--- src/hdl/smm_pkg.sv ---
// Shared types and codes for the square matrix multiplier.
// No dependencies; imported by square_matrix_multiply and the testbench.
package smm_pkg;

    // Operation carried in the input tuser field
    typedef enum logic [1:0] {
        OP_LOAD_A  = 2'd0,
        OP_LOAD_B  = 2'd1,
        OP_COMPUTE = 2'd2,
        OP_NONE    = 2'd3
    } t_op;

    // Sequencer states
    typedef enum logic [1:0] {
        ST_IDLE  = 2'd0,
        ST_RUN   = 2'd1,
        ST_DRAIN = 2'd2
    } t_state;

    // Register map (byte address bit 2 selects the word)
    localparam logic REG_ROWS_IN_USE = 1'b0;

    localparam logic [2:0] ROWS_RESET = 3'd4;

endpackage

--- src/hdl/square_matrix_multiply.sv ---
// Square matrix multiplier C = A x B with one shared multiply-accumulate.
// Each compute item yields rows * DIM products; each product takes DIM store reads through
// the single MAC (registered read, multiply, accumulate) and waits for a free output register.
// The input is not ready while a compute item is in progress.
// Reset (synchronous, active low) clears the sequencer, output valid and rows_in_use (4);
// the A and B stores are not cleared and hold garbage until written.
module square_matrix_multiply
    import smm_pkg::*;
#(
    parameter int DIM = 4
) (
    input  logic        i_clk,
    input  logic        i_rst_n,
    // Input stream
    input  logic        s_axis_tvalid,
    output logic        s_axis_tready,
    input  logic [23:0] s_axis_tdata,   // row_index[1:0], col_index[3:2], element_value[19:4]
    input  logic [1:0]  s_axis_tuser,   // operation[1:0]
    // Output stream
    output logic        m_axis_tvalid,
    input  logic        m_axis_tready,
    output logic [39:0] m_axis_tdata,   // out_row[1:0], out_col[3:2], product_value[37:4]
    output logic        m_axis_tlast,   // last_of_run
    // Configuration port
    input  logic        psel,
    input  logic        penable,
    input  logic        pwrite,
    input  logic [2:0]  paddr,
    input  logic [31:0] pwdata,
    output logic [31:0] prdata,
    output logic        pready
);

    localparam int IW = (DIM > 1) ? $clog2(DIM) : 1;
    localparam int AW = $clog2(DIM * DIM);
    localparam int DEPTH = DIM * DIM;

    // Stores and pipeline
    logic signed [15:0] mem_a [DEPTH];
    logic signed [15:0] mem_b [DEPTH];
    logic signed [15:0] r_a_q;
    logic signed [15:0] r_b_q;
    logic signed [31:0] r_prod;
    logic signed [33:0] r_acc;
    logic               r_rd_vld;
    logic               r_mul_vld;

    // Sequencer
    t_state          r_state;
    t_state          n_state;
    logic [IW-1:0]   r_row;
    logic [IW-1:0]   r_col;
    logic [IW-1:0]   r_j;
    logic [2:0]      r_rows_in_use;

    // Output register
    logic               r_out_vld;
    logic [1:0]         r_out_row;
    logic [1:0]         r_out_col;
    logic signed [33:0] r_out_val;
    logic               r_out_last;

    // Decoded input
    t_op         in_op;
    logic [1:0]  in_row;
    logic [1:0]  in_col;
    logic [15:0] in_val;
    logic        in_accept;
    logic        idx_ok;
    logic [AW-1:0] wr_addr;
    logic [AW-1:0] rd_addr_a;
    logic [AW-1:0] rd_addr_b;

    // Control
    logic       issue;
    logic       pipe_empty;
    logic       out_free;
    logic       out_load;
    logic       j_last;
    logic       col_last;
    logic       elem_last;
    logic       start_ok;
    logic [3:0] rows_lim;
    logic [3:0] row_ext;
    logic [3:0] col_ext;
    logic       cfg_wr;

    assign in_op  = t_op'(s_axis_tuser);
    assign in_row = s_axis_tdata[1:0];
    assign in_col = s_axis_tdata[3:2];
    assign in_val = s_axis_tdata[19:4];

    assign in_accept = s_axis_tvalid && s_axis_tready;
    assign idx_ok    = (4'(in_row) < 4'(DIM)) && (4'(in_col) < 4'(DIM));
    assign wr_addr   = AW'(in_row) * AW'(DIM) + AW'(in_col);
    assign rd_addr_a = AW'(r_row) * AW'(DIM) + AW'(r_j);
    assign rd_addr_b = AW'(r_j) * AW'(DIM) + AW'(r_col);

    // Clamp the row count to the matrix size
    assign rows_lim = (4'(r_rows_in_use) > 4'(DIM)) ? 4'(DIM) : 4'(r_rows_in_use);
    assign row_ext  = 4'(r_row);
    assign col_ext  = 4'(r_col);
    assign start_ok = (rows_lim != 4'd0);

    assign j_last    = (r_j == IW'(DIM - 1));
    assign col_last  = (r_col == IW'(DIM - 1));
    assign elem_last = col_last && (row_ext == rows_lim - 4'd1);

    assign pipe_empty = !r_rd_vld && !r_mul_vld;
    assign out_free   = !r_out_vld || m_axis_tready;

    // Output decode of the sequencer
    always_comb begin
        issue         = 1'b0;
        s_axis_tready = 1'b0;
        out_load      = 1'b0;
        unique case (r_state)
            ST_IDLE:  s_axis_tready = 1'b1;
            ST_RUN:   issue = 1'b1;
            ST_DRAIN: out_load = pipe_empty && out_free;
            default:  ;
        endcase
    end

    // Next state
    always_comb begin
        n_state = r_state;
        unique case (r_state)
            ST_IDLE: begin
                if (in_accept && in_op == OP_COMPUTE && start_ok) begin
                    n_state = ST_RUN;
                end
            end
            ST_RUN: begin
                if (j_last) begin
                    n_state = ST_DRAIN;
                end
            end
            ST_DRAIN: begin
                if (out_load) begin
                    n_state = elem_last ? ST_IDLE : ST_RUN;
                end
            end
            default: n_state = ST_IDLE;
        endcase
    end

    // Hold state and pipeline valids
    always_ff @(posedge i_clk) begin
        if (!i_rst_n) begin
            r_state   <= ST_IDLE;
            r_rd_vld  <= 1'b0;
            r_mul_vld <= 1'b0;
        end else begin
            r_state   <= n_state;
            r_rd_vld  <= issue;
            r_mul_vld <= r_rd_vld;
        end
    end

    // Write the stores on load transactions
    always_ff @(posedge i_clk) begin
        if (in_accept && idx_ok && in_op == OP_LOAD_A) begin
            mem_a[wr_addr] <= in_val;
        end
        if (in_accept && idx_ok && in_op == OP_LOAD_B) begin
            mem_b[wr_addr] <= in_val;
        end
    end

    // Registered store reads
    always_ff @(posedge i_clk) begin
        if (issue) begin
            r_a_q <= mem_a[rd_addr_a];
            r_b_q <= mem_b[rd_addr_b];
        end
    end

    // Multiply, then accumulate
    always_ff @(posedge i_clk) begin
        r_prod <= r_a_q * r_b_q;
        if ((r_state == ST_IDLE) || out_load) begin
            r_acc <= '0;
        end else if (r_mul_vld) begin
            r_acc <= r_acc + 34'(r_prod);
        end
    end

    // Advance the element counters
    always_ff @(posedge i_clk) begin
        if (r_state == ST_IDLE) begin
            r_row <= '0;
            r_col <= '0;
            r_j   <= '0;
        end else begin
            if (issue) begin
                r_j <= j_last ? '0 : r_j + IW'(1);
            end
            if (out_load) begin
                r_col <= col_last ? '0 : r_col + IW'(1);
                if (col_last) begin
                    r_row <= r_row + IW'(1);
                end
            end
        end
    end

    // Output register, refilled as the consumer drains it
    always_ff @(posedge i_clk) begin
        if (!i_rst_n) begin
            r_out_vld <= 1'b0;
        end else if (out_load) begin
            r_out_vld <= 1'b1;
        end else if (m_axis_tready) begin
            r_out_vld <= 1'b0;
        end
    end

    always_ff @(posedge i_clk) begin
        if (out_load) begin
            r_out_row  <= row_ext[1:0];
            r_out_col  <= col_ext[1:0];
            r_out_val  <= r_acc;
            r_out_last <= elem_last;
        end
    end

    assign m_axis_tvalid = r_out_vld;
    assign m_axis_tdata  = {2'b00, r_out_val, r_out_col, r_out_row};
    assign m_axis_tlast  = r_out_last;

    // Configuration register
    assign cfg_wr = psel && penable && pwrite && pready;
    assign pready = 1'b1;

    always_ff @(posedge i_clk) begin
        if (!i_rst_n) begin
            r_rows_in_use <= ROWS_RESET;
        end else if (cfg_wr && paddr[2] == REG_ROWS_IN_USE) begin
            r_rows_in_use <= pwdata[2:0];
        end
    end

    assign prdata = (paddr[2] == REG_ROWS_IN_USE) ? 32'(r_rows_in_use) : 32'd0;

endmodule

--- config.mk ---
export PLATFORM = sky130hd
export DESIGN_NAME = square_matrix_multiply
export DESIGN_NICKNAME = d
export VERILOG_FILES = /design/src/hdl/smm_pkg.sv /design/src/hdl/square_matrix_multiply.sv
export SDC_FILE = /design/constraint.sdc
export NUM_CORES = 1
export LEC_CHECK = 0
export BUFFER_PORTS_ARGS = -buffer_cell sky130_fd_sc_hd__buf_2
export CAP_MARGIN = 20
export CORE_MARGIN = 5
export CORE_UTILIZATION = 45
export CTS_CLUSTER_SIZE = 20
export DETAILED_ROUTE_END_ITERATION = 16
export HOLD_SLACK_MARGIN = 0.12
export PLACE_DENSITY = 0.65
export SLEW_MARGIN = 30
export SYNTH_ARGS = -nofsm -noshare
export SYNTH_HDL_FRONTEND = slang
export SYNTH_SLANG_ARGS = --single-unit
--- constraint.sdc ---
create_clock -name i_clk -period 8.29 [get_ports i_clk]
set_input_delay 0.829 -clock i_clk [delete_from_list [all_inputs] [get_ports i_clk]]
set_output_delay 0.829 -clock i_clk [all_outputs]
set_load 0.02 [all_outputs]
==> run_results.csv <==
group,metric,value,unit
timing,period_share,81.4,%
critical_path,startpoint,"r_b_q[1]$_DFFE_PP_",
clocking,max-clock-path-buffers,3,
synth,synth_ff_type,"edfxtp_1",
timing,drv_slew,0,
global_route,antenna_found_initial,8,
critical_path,crit_cells,14,
synth,syn_inst,2411,
timing,fmax,0.148,GHz
timing,rsz0062_at_grt,"no",
power,pwr-share-clk,27.0,%
clocking,htree_levels,3,
power,swShare,34.1,%
route,routed_wl,74400,um
critical_path,crit_family,"adder cells",
global_route,grt_pass1_vias,21004,
floorplan,die_h,292,um
critical_path,r2r-end,"r_prod[31]$_DFF_P_",
critical_path,worstRegToRegCells,14,
global_route,grt_pass1_wl,119000,um
route,post_drt_wl_per_cell,20.5,um
critical_path,cp_common_cell,"fa_1",
clocking,postCtsSetupRepairBufs,0,
floorplan,start_util,45.4,%
finish,syn_to_final_growth,10.7,%
clocking,cts_sinks,663,
finish,drive_gt1_share,15.6,%
power,power.switching,3.83,mW
critical_path,critPathMaxStageDelay,0.90,ns
critical_path,critical_path_buf_inv_count,1,
clocking,clock_latency,0.62,ns
synth,yosysWarnings,0,
critical_path,path_max_fanout,16,
synth,synthDistinctLibCells,74,
clocking,cts_made_buffers,69,
synth,syn_avg_cell_area,14.8,sq um
power,ir_drop,0.188,mV
synth,synth-async-reset-ratio,0,%
timing,fin_crit,6.75,ns
route,routed_via_density,5.29,
clocking,root_buffer,"clkbuf_16",
power,power_density,284,nW/um^2
placement,place_area,37400,sq um
route,detail_route.iter0.violations,1353,
floorplan,die_area,85300,sq um
critical_path,worst_path_max_delay_cell,"fa_1",
placement,gp_congestion,0.896,
placement,io_buffers,76,
power,combinationalPowerShare,38.8,%
worst_hold_path,hold_path_class,"primary input to flip-flop",
route,vias,19155,
route,drc_errors,0,
clocking,clk_pin_slew,0.07,ns
clocking,ctsResizeCount,0,
clocking,holdBufCountCts,0,
global_route,gr-total-overflow,0,
floorplan,die_w,292,um
route,ant_nets,0,
floorplan,num_rows,103,
finish,design_area,39600,sq um
timing,setup_violations,0,
timing,worst_slew_pin_slew,0.857,ns
critical_path,setup.worst_path.end,"r_prod[31]$_DFF_P_",
finish,finalNetCount,2964,
critical_path,regToRegSetupSlack,1.54,ns
timing,whs,0.442,ns
timing,setup_tns,0,ns
timing,relSlewSlack,42.8,%
clocking,cts_tree,"done",
power,seq_power_share,34.2,%
critical_path,worstSetupPathType,"flip-flop to flip-flop",
synth,netlist_area,35800,sq um
power,intPower,7.41,mW
route,first_pass_iters,5,
critical_path,r2r-start,"r_b_q[1]$_DFFE_PP_",
global_route,grt_max_degree,68,
critical_path,end_kind,"flip-flop",
critical_path,path_cells,"nand2_1, inv_1, fa_1, fa_1, fa_1, fa_1, fa_1, fa_1, ha_1, nand3_1, nor4b_1, a2111oi_0, or3_1, a211oi_1",
critical_path,crit_arrival,7.26,ns
synth,synth_edf_count,583,
global_route,grt_use_total,17.8,%
flow_run,drv_cap,0,
placement,place.detailed.hpwl,49700,um
synth,synth-seq-cells,663,
floorplan,coreArea,78900,sq um
critical_path,crit_required,8.80,ns
critical_path,critPathLaunchType,"flip-flop",
outcome,outcome,"finished, final reports clean",
timing,finClkSkew,0.0371,ns
floorplan,design.portCount,144,
power,p_leak,15.0,nW
timing,hold_viol_final,0,
synth,seq_area_frac_synth,53.4,%
==> state kept, by name, indices dropped and copies added, names as in the netlist <==
name           cells
r_a_q             16
r_acc             34
m_axis_tvalid      1
r_out_col          2
mem_a            256
r_state            2
mem_b            256
r_out_val         34
r_j                2
r_rows_in_use      3
m_axis_tlast       1
r_out_row          2
r_mul_vld          1
r_b_q             16
r_row              2
r_rd_vld           1
r_prod            32
r_col              2
==> cell families (layout without fill, tap and decap cells) <==
kind of cell / Yosys count / count (layout) / share of synthesized area (%)
compound gates: 211 / 211 / 4.04
xor+xnor: 56 / 56 / 1.37
fa+ha+maj: 382 / 382 / 18.9
buf+inv: 418 / 543 / 4.78
flops: 663 / 663 / 53.4
mux: 175 / 175 / 10.5
other cells: 2 / 37 / 0.0210
simple gates: 504 / 504 / 7.03
==> synthesized netlist by cell type (8+ instances only) <==
library cell	instances	share of area, %
or3_1	9	0.16
a21o_1	29	0.61
a21oi_1	57	0.80
o211ai_1	8	0.17
buf_2	12	0.17
nand3_1	17	0.24
inv_1	299	3.1
ha_1	119	4.2
nor2_1	88	0.92
o21a_1	11	0.23
buf_1	11	0.12
xor2_1	16	0.39
buf_4	33	0.69
fa_1	263	15
dfxtp_1	80	4.5
and2_1	132	2.3
nor2b_1	14	0.24
nor3_1	20	0.28
edfxtp_1	583	49
o21ai_1	10	0.14
mux2i_1	14	0.39
nand2_1	171	1.8
and3_1	8	0.14
xnor2_1	40	0.98
a211oi_1	10	0.21
o21ai_0	23	0.32
clkbuf_1	61	0.64
mux4_2	160	10
nand2b_1	10	0.17
==> power by group through the flow <==
| stage | Sequential [mW] | Combinational [mW] | Clock, mW |
|---|---|---|---|
| final | 3.85 | 4.36 | 3.03 |
| after floorplan | 3.88 | 3.52 | 0 |
| after global routing | 3.86 | 5.01 | 3.27 |
| after global placement | 3.92 | 4.25 | 0 |
| after detailed placement | 3.92 | 4.39 | 0 |
| after CTS | 3.85 | 4.41 | 3.11 |
==> final cells by class <==
class,instances,area [sq um]
clock inverters,42,453
diodes,5,12.5
clock buffers,81,1790
fillers,6546,39200
flip-flops and latches,663,19100
inverters,300,1130
repair buffers,120,722
well taps,1050,1310
multi-input cells,1360,15100
==> worst reg2reg max path, delay by kind of cell, from the launching register on <==
kind            cells  cell delay, ns
flops               1            0.74
fa+ha+maj           7            3.86
compound gates      2            0.45
buf+inv             1            0.16
simple gates        4            1.44
==> metrics by stage <==
stage / setup WS (ns) / util, % / std cells / power, mW
2_1_floorplan: 2.32 / - / 2441 / 7.41
3_3_place_gp: 1.74 / 47.4 / 3492 / 8.17
3_5_place_dp: 1.53 / 47.4 / 3492 / 8.31
4_1_cts: 1.50 / 50.2 / 3615 / 11.4
5_1_grt: 1.19 / 50.2 / 3616 / 12.1
6_report: 1.54 / 50.2 / 3621 / 11.2
==> layout by cell type (no fill, tap or decap), drive strengths merged, types with 30 or more instances in the layout <==
| master | count |
|---|---|
| a21oi | 59 |
| and2 | 132 |
| buf | 120 |
| clkbuf | 81 |
| clkinv | 30 |
| conb | 32 |
| dfxtp | 80 |
| edfxtp | 583 |
| fa | 263 |
| ha | 119 |
| inv | 305 |
| mux4 | 160 |
| nand2 | 171 |
| nor2 | 88 |
| o21ai | 34 |
| xnor2 | 40 |
==> metal layers <==
layer,track usage (%),wire length [um],vias to the layer above
li1,-,-,8708
met1,23.5,31100,9801
met2,30.7,37400,521
met3,3.54,4460,119
met4,4.12,1440,6
met5,0,41,-
==> how the worst min path moves through the flow <==
stage	from	to	slack, ns	depth (start not counted)
5_1_grt	i_rst_n	r_rows_in_use[2]$_SDFFE_PN1P_	0.44	2
4_1_cts	pwdata[2]	r_rows_in_use[2]$_SDFFE_PN1P_	0.40	3
3_5_place_dp	r_acc[0]$_SDFFE_PP0P_	r_out_val[0]$_DFFE_PP_	0.45	0
6_report	pwdata[2]	r_rows_in_use[2]$_SDFFE_PN1P_	0.44	3
2_1_floorplan	r_row[1]$_SDFFE_PP0P_	r_out_row[1]$_DFFE_PP_	0.41	0
3_3_place_gp	r_acc[0]$_SDFFE_PP0P_	r_out_val[0]$_DFFE_PP_	0.45	0
No activity file was read; power rests on OpenSTA's default activity.
